===== src/hdl/sfdc_pkg.sv =====
// ----------------------------------------------------------------------------
// sfdc_pkg
// shared types and constants of the sphere frustum distance cull block
// ----------------------------------------------------------------------------
package sfdc_pkg;

  localparam int CFG_INDEX_W = 4;
  localparam int CFG_DATA_W  = 64;

  // register indexes
  localparam logic [CFG_INDEX_W-1:0] REG_PLANE_LEFT   = 4'd0;
  localparam logic [CFG_INDEX_W-1:0] REG_PLANE_RIGHT  = 4'd1;
  localparam logic [CFG_INDEX_W-1:0] REG_PLANE_BOTTOM = 4'd2;
  localparam logic [CFG_INDEX_W-1:0] REG_PLANE_TOP    = 4'd3;
  localparam logic [CFG_INDEX_W-1:0] REG_PLANE_NEAR   = 4'd4;
  localparam logic [CFG_INDEX_W-1:0] REG_PLANE_FAR    = 4'd5;
  localparam logic [CFG_INDEX_W-1:0] REG_CAMERA       = 4'd6;
  localparam logic [CFG_INDEX_W-1:0] REG_ENABLE       = 4'd7;

  // number of planes reachable from the register file
  localparam int CFG_PLANES = 6;

  // reset values: zero normal with a large offset never culls
  localparam logic [CFG_DATA_W-1:0] PLANE_RESET    = 64'd32767;
  localparam logic [CFG_DATA_W-1:0] CAMERA_RESET   = 64'd1600;
  localparam logic [31:0]           RANGE_SQ_RESET = 32'd2560000;

  // cull reason codes
  localparam logic [1:0] REASON_NONE    = 2'd0;
  localparam logic [1:0] REASON_DIST    = 2'd1;
  localparam logic [1:0] REASON_FRUSTUM = 2'd2;

  typedef struct packed {
    logic [15:0]        object_tag;
    logic signed [15:0] center_x;
    logic signed [15:0] center_y;
    logic signed [15:0] center_z;
    logic [14:0]        sphere_radius;
  } sfdc_in_t;

  typedef struct packed {
    logic [15:0] result_tag;
    logic        culled;
    logic [1:0]  cull_reason;
  } sfdc_out_t;

  // per-object data that rides along the pipeline
  typedef struct packed {
    logic [15:0] tag;
    logic [14:0] radius;
    logic        far;
    logic        hit;
  } sfdc_side_t;

endpackage


===== src/hdl/sfdc_dist.sv =====
// ----------------------------------------------------------------------------
// sfdc_dist
// three-stage squared distance test against the camera and cull range
// ----------------------------------------------------------------------------
module sfdc_dist #(
  parameter int COORD_WIDTH = 16
) (
  input  logic                            clk,
  input  logic                            rst_n,
  input  logic [2:0][15:0]                cam,
  input  logic [31:0]                     range_sq,
  input  logic                            up_valid,
  output logic                            up_ready,
  input  sfdc_pkg::sfdc_side_t            up_side,
  input  logic [2:0][COORD_WIDTH-1:0]     up_center,
  output logic                            dn_valid,
  input  logic                            dn_ready,
  output sfdc_pkg::sfdc_side_t            dn_side,
  output logic [2:0][COORD_WIDTH-1:0]     dn_center
);
  import sfdc_pkg::*;

  localparam int DW = ((COORD_WIDTH > 16) ? COORD_WIDTH : 16) + 1;

  logic                        s1_vld_r, s2_vld_r, s3_vld_r;
  logic                        s1_rdy, s2_rdy, s3_rdy;
  logic [2:0][15:0]            s1_mag_r;
  logic                        s1_big_r, s2_big_r;
  logic [2:0][31:0]            s2_sq_r;
  sfdc_side_t                  s1_side_r, s2_side_r, s3_side_r;
  logic [2:0][COORD_WIDTH-1:0] s1_center_r, s2_center_r, s3_center_r;

  logic signed [DW-1:0] diff [3];
  logic [2:0][DW-1:0]   mag;
  logic                 big_nxt;
  logic [33:0]          dist_sq;
  sfdc_side_t           side3_nxt;

  assign s3_rdy   = !s3_vld_r || dn_ready;
  assign s2_rdy   = !s2_vld_r || s3_rdy;
  assign s1_rdy   = !s1_vld_r || s2_rdy;
  assign up_ready = s1_rdy;

  // difference and magnitude; a component of 2^16 or more is already too far
  always_comb begin
    big_nxt = 1'b0;
    for (int k = 0; k < 3; k++) begin
      diff[k] = DW'(signed'(up_center[k])) - DW'(signed'(cam[k]));
      mag[k]  = diff[k][DW-1] ? DW'(-diff[k]) : DW'(diff[k]);
      big_nxt = big_nxt | (mag[k][DW-1:16] != '0);
    end
  end

  assign dist_sq = 34'(s2_sq_r[0]) + 34'(s2_sq_r[1]) + 34'(s2_sq_r[2]);

  always_comb begin
    side3_nxt     = s2_side_r;
    side3_nxt.far = s2_big_r || (dist_sq > 34'(range_sq));
  end

  always_ff @(posedge clk) begin
    if (!rst_n) begin
      s1_vld_r <= 1'b0;
      s2_vld_r <= 1'b0;
      s3_vld_r <= 1'b0;
    end else begin
      if (s1_rdy) s1_vld_r <= up_valid;
      if (s2_rdy) s2_vld_r <= s1_vld_r;
      if (s3_rdy) s3_vld_r <= s2_vld_r;
    end
  end

  always_ff @(posedge clk) begin
    if (s1_rdy && up_valid) begin
      for (int k = 0; k < 3; k++) s1_mag_r[k] <= mag[k][15:0];
      s1_big_r    <= big_nxt;
      s1_side_r   <= up_side;
      s1_center_r <= up_center;
    end
    if (s2_rdy && s1_vld_r) begin
      for (int k = 0; k < 3; k++) s2_sq_r[k] <= s1_mag_r[k] * s1_mag_r[k];
      s2_big_r    <= s1_big_r;
      s2_side_r   <= s1_side_r;
      s2_center_r <= s1_center_r;
    end
    if (s3_rdy && s2_vld_r) begin
      s3_side_r   <= side3_nxt;
      s3_center_r <= s2_center_r;
    end
  end

  assign dn_valid  = s3_vld_r;
  assign dn_side   = s3_side_r;
  assign dn_center = s3_center_r;

endmodule


===== config.mk =====
export PLATFORM = sky130hd
export DESIGN_NAME = sfdc_dist
export DESIGN_NICKNAME = d
export VERILOG_FILES = /design/src/hdl/sfdc_pkg.sv /design/src/hdl/sfdc_dist.sv
export SDC_FILE = /design/constraint.sdc
export NUM_CORES = 2
export LEC_CHECK = 0
export BUFFER_PORTS_ARGS = -buffer_cell sky130_fd_sc_hd__buf_2
export CORE_MARGIN = 5
export CORE_UTILIZATION = 25
export CTS_BUF_LIST = sky130_fd_sc_hd__clkbuf_8
export DETAILED_ROUTE_END_ITERATION = 8
export MAX_ROUTING_LAYER = met4
export PLACE_DENSITY_LB_ADDON = 0.25
export REMOVE_ABC_BUFFERS = 1
export SETUP_SLACK_MARGIN = 0.02
export SLEW_MARGIN = 0
export SYNTH_ARGS = -nofsm -noshare
export SYNTH_HDL_FRONTEND = slang
export SYNTH_SLANG_ARGS = --single-unit

===== constraint.sdc =====
create_clock -name clk -period 22.2 [get_ports clk]
set_input_delay 1.11 -clock clk [delete_from_list [all_inputs] [get_ports clk]]
set_output_delay 1.11 -clock clk [all_outputs]
set_load 0.02 [all_outputs]

==> results.md <==
* CP Class: flip-flop to flip-flop
* Final Util at 28.45%
* Final Wtd Congestion at 0.8434
* Arr. time, crit path at 7.96 ns
* Post-synth top cells: inv_1 (889), fa_1 (520), ha_1 (415)
* Status: finished clean
* Asr flop ratio synth at 0%
* Initial antenna violation count at 3
* Top cell family by delay on the critical path: adder cells
* Routed via count at 26361
* Gr ovfl total at 0
* CTS Root Cell: clkbuf_8
* Die height at 408.7 µm
* Worst Path Buf+Inv at 6
* Top cells by area, synth: edfxtp_1 (29%), fa_1 (26%), ha_1 (13%)
* Final Max Tran Viols at 0
* WL final at 93.65 mm
* Area share of the leading cell type in the synthesized netlist at 29.02%
* CP Launch Type: flip-flop
* Setup Skew at 0.05273 ns
* Worst slew pin tran at 1.164 ns
* Iter 0 DRT Violations at 1341
* EDFF count, synth at 384
* Slew headroom at 22.37%
* # port buffers at 246
* CTS tree: built
* Fillers at 16727
* HPWL Detailed at 74.96 mm
* CP max-delay cell: edfxtp_1
* Register area share after synthesis at 29.17%
* Setup TNS at 0 ns
* Peak Freq at 135.7 MHz
* Min-Delay Path Class: flip-flop to flip-flop
* Worst path required time at 22.79 ns
* Postcts setup bufs at 0
* Sink Count at 387
* Hold Buf Count CTS at 0
* Share of layout cells above drive strength 1 at 9.798%
* Critical path fanouts, max at 17
* Clock transition at path regs at 0.06 ns
* DIE WIDTH at 408.7 µm
* DRC at 0
* Num rows at 146
* Design area at 0.04501 mm²
* Mapped Cells at 3783
* Cts bufs inserted at 76
* Die Footprint at 0.1670 mm²
* First-pass GRT wire length at 152.5 mm
* Total Nets Final at 5151
* CTS Buffer Depth at 3
* Detail Route Antenna Nets at 0
* WL per Instance at 15.13 µm
* Flops & latches, synth at 387
* Cell area after synthesis at 0.03974 mm²
* Final Hold Fails at 0
* Netlist cell types at 75
* Vias in the first global route at 28549
* Setup-failing EPs final at 0
* Area grow syn2layout at 13.27%
* Core area at 0.1582 mm²
* Largest net degree at the start of global routing at 121
* Placed cell areas at 0.04345 mm²
* Cts repair resizes at 0
* Syn_area_per_cell at 10.50 µm²
* Max Cap Violations at 0
* Area leader, netlist: edfxtp_1
* Synth Warn # at 0
* Tmin final at 7.368 ns
* I/O pin total at 248
* CP Cell Sequence: and2_1 > fa_1 > inv_1 > fa_1 > inv_1 > fa_1 > inv_1 > fa_1 > inv_1 > fa_1 > inv_1 > fa_1 > inv_1 > ha_1 > o21a_1 > a221oi_1 > o21ai_1 > a41oi_1 > a21oi_1 > a211oi_1 > a21oi_1 > xnor2_1
* Dominant synthesized flop cell: edfxtp_1
* Starting Density at 25.12%
* DR pass1 iterations at 5
* H-tree depth at 3
* Period utilisation layout at 33.19%
* Setup crit end kind: flip-flop
* Top-count cell post-synth: inv_1
* RSZ-0062 raised after global routing: no
* Vias per inst at 4.260
* Worst skew pair latency at 0.78 ns
* GRT Util Overall at 11.83%
* Largest stage delay, worst path at 0.74 ns
-- routing by layer --
layer	routed length, µm	GRT usage [%]	up-vias
met2	44680	19.35	405
met3	4731	2.433	95
met1	42070	14.78	13069
met5	0	-	-
li1	-	-	12792
met4	2168	3.596	0
-- worst paths after layout --
| path | startpoint | endpoint | slack, ns | cells past startpoint |
|---|---|---|---|---|
| worst min register to register | s1_side_r[31] | s2_side_r[31] | 0.40 | 0 |
| worst max register to register | s1_mag_r[9] | s2_sq_r[31] | 14.83 | 22 |
| worst min-delay path | s1_side_r[31] | s2_side_r[31] | 0.40 | 0 |
| worst max-delay path | s1_mag_r[9] | s2_sq_r[31] | 14.83 | 22 |
-- kinds of logic after synthesis --
| group | share of synthesized area (%) |
|---|---|
| buf+inv | 9.059 |
| fa+ha+maj | 39.26 |
| simple gates | 9.673 |
| compound gates | 8.237 |
| flops | 29.17 |
| xor+xnor | 4.342 |
| mux | 0.2487 |
| other cells | 0.009437 |
-- worst register-to-register path, cell delays in order (launching register included) --
cell and delay, ns:
edfxtp_1 0.74, and2_1 0.33, fa_1 0.51, inv_1 0.06, fa_1 0.52, inv_1 0.06
fa_1 0.50, inv_1 0.06, fa_1 0.53, inv_1 0.05, fa_1 0.51, inv_1 0.06
fa_1 0.48, inv_1 0.04, ha_1 0.35, o21a_1 0.21, a221oi_1 0.63, o21ai_1 0.29
a41oi_1 0.38, a21oi_1 0.14, a211oi_1 0.35, a21oi_1 0.13, xnor2_1 0.28
-- stage by stage --
stage	hold slack [ns]	std cells	setup WS, ns
5_1_grt	0.4079	6187	14.41
4_1_cts	0.3660	6185	14.81
2_1_floorplan	0.4003	3715	7.480
6_report	0.4011	6188	14.83
3_3_place_gp	0.4002	6045	14.76
3_5_place_dp	0.4045	6045	14.78
-- sequential cells by signal, summed over array words and instances, names as in the netlist --
register	cells
s2_sq_r	93
dn_center	48
s1_center_r	48
s1_mag_r	48
s2_center_r	48
dn_side	33
s1_side_r	32
s2_side_r	32
dn_valid	1
s1_big_r	1
s1_vld_r	1
s2_big_r	1
s2_vld_r	1
-- area by class of cell --
type                    count  area, µm²  area share (%)
multi-input cells        2438      24590           54.63
flip-flops and latches    387      11590           25.75
inverters                 890       3341           7.422
well taps                2072       2592           5.760
repair buffers            258       1334           2.963
clock buffers              78       1074           2.385
clock inverters            62      480.5           1.067
diodes                      3      7.507         0.01668
-- cell usage in the layout (no fill, tap or decap), types with 57 or more instances in the layout --
master | synthesis | layout
ha_1 | 415 | 415
o21ai_0 | 57 | 57
fa_1 | 520 | 520
xor2_1 | 63 | 63
a21oi_1 | 124 | 124
xnor2_1 | 134 | 134
inv_1 | 889 | 902
clkbuf_8 | 0 | 78
buf_2 | 0 | 246
nor2_1 | 171 | 171
nand2_1 | 289 | 289
a21o_1 | 70 | 70
and2_1 | 119 | 119
edfxtp_1 | 384 | 384
Power is left out: the tool's default activity adds up to more than one toggle a clock period on the data nets, which glitch-free logic cannot reach.
