$ cat config.mk
export PLATFORM = sky130hd
export DESIGN_NAME = sfdc_plane_cell
export DESIGN_NICKNAME = d
export VERILOG_FILES = /design/src/hdl/sfdc_pkg.sv /design/src/hdl/sfdc_plane_cell.sv
export SDC_FILE = /design/constraint.sdc
export NUM_CORES = 2
export LEC_CHECK = 0
export BUFFER_PORTS_ARGS = -buffer_cell sky130_fd_sc_hd__buf_2
export CAP_MARGIN = 10
export CELL_PAD_IN_SITES_DETAIL_PLACEMENT = 0
export CELL_PAD_IN_SITES_GLOBAL_PLACEMENT = 1
export CORE_ASPECT_RATIO = 1.2
export CORE_MARGIN = 2
export CORE_UTILIZATION = 55
export DETAILED_ROUTE_END_ITERATION = 6
export GPL_TIMING_DRIVEN = 0
export PLACE_DENSITY = 0.88
export SYNTH_ARGS = -nofsm -noshare
export SYNTH_HDL_FRONTEND = slang
export SYNTH_SLANG_ARGS = --single-unit
$ cat constraint.sdc
create_clock -name clk -period 14.6 [get_ports clk]
set_clock_uncertainty 0.1 [all_clocks]
set_input_delay 3.65 -clock clk [delete_from_list [all_inputs] [get_ports clk]]
set_output_delay 3.65 -clock clk [all_outputs]
set_load 0.02 [all_outputs]
$ cat src/hdl/sfdc_pkg.sv
// ----------------------------------------------------------------------------
// sfdc_pkg
// shared types and constants of the sphere frustum distance cull block
// ----------------------------------------------------------------------------
package sfdc_pkg;

  localparam int CFG_INDEX_W = 4;
  localparam int CFG_DATA_W  = 64;

  // register indexes
  localparam logic [CFG_INDEX_W-1:0] REG_PLANE_LEFT   = 4'd0;
  localparam logic [CFG_INDEX_W-1:0] REG_PLANE_RIGHT  = 4'd1;
  localparam logic [CFG_INDEX_W-1:0] REG_PLANE_BOTTOM = 4'd2;
  localparam logic [CFG_INDEX_W-1:0] REG_PLANE_TOP    = 4'd3;
  localparam logic [CFG_INDEX_W-1:0] REG_PLANE_NEAR   = 4'd4;
  localparam logic [CFG_INDEX_W-1:0] REG_PLANE_FAR    = 4'd5;
  localparam logic [CFG_INDEX_W-1:0] REG_CAMERA       = 4'd6;
  localparam logic [CFG_INDEX_W-1:0] REG_ENABLE       = 4'd7;

  // number of planes reachable from the register file
  localparam int CFG_PLANES = 6;

  // reset values: zero normal with a large offset never culls
  localparam logic [CFG_DATA_W-1:0] PLANE_RESET    = 64'd32767;
  localparam logic [CFG_DATA_W-1:0] CAMERA_RESET   = 64'd1600;
  localparam logic [31:0]           RANGE_SQ_RESET = 32'd2560000;

  // cull reason codes
  localparam logic [1:0] REASON_NONE    = 2'd0;
  localparam logic [1:0] REASON_DIST    = 2'd1;
  localparam logic [1:0] REASON_FRUSTUM = 2'd2;

  typedef struct packed {
    logic [15:0]        object_tag;
    logic signed [15:0] center_x;
    logic signed [15:0] center_y;
    logic signed [15:0] center_z;
    logic [14:0]        sphere_radius;
  } sfdc_in_t;

  typedef struct packed {
    logic [15:0] result_tag;
    logic        culled;
    logic [1:0]  cull_reason;
  } sfdc_out_t;

  // per-object data that rides along the pipeline
  typedef struct packed {
    logic [15:0] tag;
    logic [14:0] radius;
    logic        far;
    logic        hit;
  } sfdc_side_t;

endpackage

$ cat src/hdl/sfdc_plane_cell.sv
// ----------------------------------------------------------------------------
// sfdc_plane_cell
// one frustum plane: registered products, then sum and sign test
// ----------------------------------------------------------------------------
module sfdc_plane_cell #(
  parameter int COORD_WIDTH = 16
) (
  input  logic                            clk,
  input  logic                            rst_n,
  input  logic [63:0]                     plane,
  input  logic                            up_valid,
  output logic                            up_ready,
  input  sfdc_pkg::sfdc_side_t            up_side,
  input  logic [2:0][COORD_WIDTH-1:0]     up_center,
  output logic                            dn_valid,
  input  logic                            dn_ready,
  output sfdc_pkg::sfdc_side_t            dn_side,
  output logic [2:0][COORD_WIDTH-1:0]     dn_center
);
  import sfdc_pkg::*;

  localparam int PW = COORD_WIDTH + 16;
  localparam int SW = ((PW > 31) ? PW : 31) + 3;

  logic signed [15:0] nrm [3];
  logic signed [15:0] ofs;
  logic signed [16:0] rad_s;
  logic signed [PW-1:0] prod_nxt [3];

  logic                        a_vld_r, b_vld_r;
  logic                        a_rdy, b_rdy;
  logic signed [PW-1:0]        a_prod_r [3];
  logic signed [16:0]          a_base_r;
  sfdc_side_t                  a_side_r, b_side_r;
  logic [2:0][COORD_WIDTH-1:0] a_center_r, b_center_r;

  logic signed [SW-1:0] sum;
  sfdc_side_t           side_b_nxt;

  assign nrm[0] = signed'(plane[63:48]);
  assign nrm[1] = signed'(plane[47:32]);
  assign nrm[2] = signed'(plane[31:16]);
  assign ofs    = signed'(plane[15:0]);
  assign rad_s  = signed'({2'b00, up_side.radius});

  always_comb begin
    for (int k = 0; k < 3; k++) begin
      prod_nxt[k] = PW'(nrm[k]) * PW'(signed'(up_center[k]));
    end
  end

  assign b_rdy    = !b_vld_r || dn_ready;
  assign a_rdy    = !a_vld_r || b_rdy;
  assign up_ready = a_rdy;

  // n.c + (d + r) * 2^14 below zero means fully outside this plane
  assign sum = SW'(a_prod_r[0]) + SW'(a_prod_r[1]) + SW'(a_prod_r[2])
             + (SW'(a_base_r) <<< 14);

  always_comb begin
    side_b_nxt     = a_side_r;
    side_b_nxt.hit = a_side_r.hit | sum[SW-1];
  end

  always_ff @(posedge clk) begin
    if (!rst_n) begin
      a_vld_r <= 1'b0;
      b_vld_r <= 1'b0;
    end else begin
      if (a_rdy) a_vld_r <= up_valid;
      if (b_rdy) b_vld_r <= a_vld_r;
    end
  end

  always_ff @(posedge clk) begin
    if (a_rdy && up_valid) begin
      for (int k = 0; k < 3; k++) a_prod_r[k] <= prod_nxt[k];
      a_base_r   <= 17'(ofs) + rad_s;
      a_side_r   <= up_side;
      a_center_r <= up_center;
    end
    if (b_rdy && a_vld_r) begin
      b_side_r   <= side_b_nxt;
      b_center_r <= a_center_r;
    end
  end

  assign dn_valid  = b_vld_r;
  assign dn_side   = b_side_r;
  assign dn_center = b_center_r;

endmodule

==> impl_metrics.py <==
metrics = {
    "grt": {
        "grt_pass1_vias": 28900,
        "grt_pass1_wl_mm": 154,
        "grt_overflow_total": 0,
        "antenna_found_initial": 3,
        "grtUsageTotal_pct": 26.8,
        "grt_max_degree": 72,
    },
    "worst_setup_path": {
        "path_common_cell": "fa_1",
        "worstSetupPathType": "in2reg",
        "path_max_fanout": 10,
        "cp_data_arrival_time_ns": 10.89,
        "worstSetupEndpointType": "flip-flop",
        "startpoint_type": "input port",
        "cp_cell_sequence": "buf_2 -> clkbuf_1 -> nand2_1 -> fa_1 -> inv_1 -> fa_1 -> fa_1 -> fa_1 -> fa_1 -> inv_1 -> fa_1 -> inv_1 -> ha_1 -> clkbuf_1 -> nand2_1 -> nor3_1 -> nand2_1 -> nor3_1 -> o2111ai_1 -> a32oi_1 -> a211o_1 -> a21oi_1 -> xnor2_1",
        "required_ns": 14.74,
        "cp_slowest_stage_delay_ns": 0.64,
        "crit_slowest_cell": "xnor2_1",
    },
    "synthesis": {
        "synth.ff_latch_count": 277,
        "syn_inst": 3755,
        "synth_nets": 5046,
        "yosys.area.top_type_share_pct": 41.6,
        "async_flop_share_pct": 0,
        "ys_warn_count": 0,
        "synthFlopType": "edfxtp_1",
        "syn_avg_cell_area_um2": 10.7,
        "syn_area_um2": 40200,
        "synth-edff-count": 275,
        "synth_cell_types": 69,
        "synth.area.top_cells": "fa_1 42%, edfxtp_1 21%, ha_1 9.5%",
        "ys_seq_area_share_pct": 20.6,
        "synth_top_area_cell": "fa_1",
    },
    "placement": {
        "io_buffers": 231,
        "dp.final_hpwl_mm": 79.6,
        "placed_cell_area_um2": 42700,
        "gp_congestion": 0.930,
    },
    "cts": {
        "clkLatencyLatePin_ns": 0.59,
        "cts_buffers": 34,
        "cts_setup_buffers": 0,
        "clkTransAtPathRegs_ns": 0.07,
        "post_cts_resized": 0,
        "ctsLongestPathBuffers": 3,
        "clock-sinks": 277,
        "cts_tree": "built",
        "cts_max_level": 2,
        "clockRootBuffer": "clkbuf_16",
        "holdBufCountCts": 0,
    },
    "sta": {
        "fin_crit_ns": 10.75,
        "slew_viol_final": 0,
        "setup_viol": 0,
        "max_slew_margin_pct": 43.2,
        "rsz0062_at_grt": "no",
        "final-hold-violation-count": 0,
        "worst_pin_slew_ns": 0.852,
        "clock.fmax_ghz": 0.0930,
        "setup_tns_ns": 0,
        "min_period_over_period_pct": 73.6,
    },
    "routing": {
        "wl_per_cell_um": 19.0,
        "postRouteAntennaNets": 0,
        "drtIter0Drc": 1297,
        "drc": 0,
        "routed_wl_mm": 94.8,
        "vias_per_cell": 5.29,
        "drt-pass1-iter-count": 5,
        "vias": 26400,
    },
    "worst_hold_path": {
        "hold_class": "reg2reg",
    },
    "floorplan": {
        "dieArea_um2": 75400,
        "die_w_um": 251,
        "core_um2": 72400,
        "start_util_pct": 55.6,
        "dieHeight_um": 300,
        "num_io_pins": 232,
        "num_rows": 108,
    },
    "job": {
        "cap_violations": 0,
    },
    "cells_and_area": {
        "stdcell_area_um2": 43800,
        "drive_gt1_share_pct": 7.68,
        "num-fill-cells": 6173,
        "syn2layout_area_growth_pct": 8.85,
        "nNetsFinal": 5319,
    },
    "outcome": {
        "status": "complete, no violations",
    },
}
-- path summary, 6_finish.rpt --
| kind | end | slack, ns | start | depth (start not counted) |
|---|---|---|---|---|
| setup / recovery | a_prod_r[0][62] | 3.85 | up_center[23] | 23 |
| hold reg to reg | dn_center[43] | 0.31 | a_center_r[43] | 0 |
| setup reg to reg | dn_side[0] | 10.56 | a_prod_r[0][66] | 12 |
| hold / removal | dn_center[43] | 0.31 | a_center_r[43] | 0 |
-- synth_stat cells, types with 36 or more instances --
master    number
nand2_1      397
xnor2_1       90
clkbuf_1     101
fa_1         837
a21o_1        36
a21oi_1       80
ha_1         305
edfxtp_1     275
inv_1        869
nor2_1        90
o21ai_0       36
and2_1       377
-- per-stage QoR --
| stage | hold slack, ns | instances | utilization [%] | setup WS (ns) |
|---|---|---|---|---|
| after floorplan | 0.300 | 3755 | - | 5.09 |
| after CTS | 0.316 | 4985 | 60.5 | 3.95 |
| final | 0.308 | 4986 | 60.5 | 3.85 |
| after global placement | 0.300 | 4921 | 58.8 | 3.25 |
| after global routing | 0.320 | 4986 | 60.5 | 3.63 |
| after detailed placement | 0.305 | 4927 | 59.0 | 3.40 |
-- sequential cells by signal (all words and copies together) (netlist names) --
| register | cells |
|---|---|
| a_vld_r | 1 |
| a_side_r | 33 |
| a_base_r | 17 |
| dn_center | 48 |
| a_prod_r | 96 |
| dn_side | 33 |
| a_center_r | 48 |
| dn_valid | 1 |
-- cell usage in the layout (no fill, tap or decap), drive strengths merged, types with 5 or more instances in the layout --
cell type	n
nand2b	22
nand4	9
clkbuf	138
and3	9
nand3	14
a211o	8
a21o	36
or3	5
clkinv	13
o211ai	6
buf	239
ha	305
inv	872
xnor2	90
fa	837
a21oi	83
or2	5
and2	377
a211oi	16
nand3b	6
o21a	16
o21bai	15
nand2	397
nor3	22
nor2b	12
nor2	91
nor3b	5
edfxtp	275
o21ai	46
xor2	22
-- layout make-up --
cell class	instances	area (um^2)	share of cell area, %
clock inverters	21	226	0.517
flip-flops and latches	277	8300	18.9
inverters	869	3260	7.45
multi-input cells	2506	28300	64.6
repair buffers	237	1290	2.95
clock buffers	37	862	1.97
diodes	1	2.50	0.00571
well taps	935	1170	2.67
plain buffers	103	387	0.883
-- worst max-delay path, delay by kind of cell --
family / cells / cell delay (ns)
buf+inv: 6 / 1.19
simple gates: 5 / 1.06
fa+ha+maj: 7 / 3.39
compound gates: 4 / 0.94
xor+xnor: 1 / 0.64
-- layer usage --
layer / GRT usage, % / part of all wire, % / vias to the layer above
met4: 11.4 / 4.6 / 4
met3: 3.24 / 5.2 / 214
met2: 47.3 / 52 / 717
li1: - / - / 12000
met1: 33.7 / 38 / 13500
met5: 0 / 0.022 / -
-- kinds of logic (layout without fill, tap and decap cells) --
kind of cell / Yosys count / count (layout) / synth area share, %
AOI/OAI and AO/OA: 263 / 263 / 4.39
xor gates and xnor gates: 112 / 112 / 2.44
adders and majority gates: 1142 / 1142 / 51.1
buffers and inverters: 972 / 1267 / 9.07
DFF: 277 / 277 / 20.6
muxes: 4 / 4 / 0.0995
other: 0 / 1 / 0
and+or+nand+nor: 985 / 985 / 12.3
Power is not shown: default switching activity piles up to over one toggle a cycle in this logic, so the estimate is an artifact.
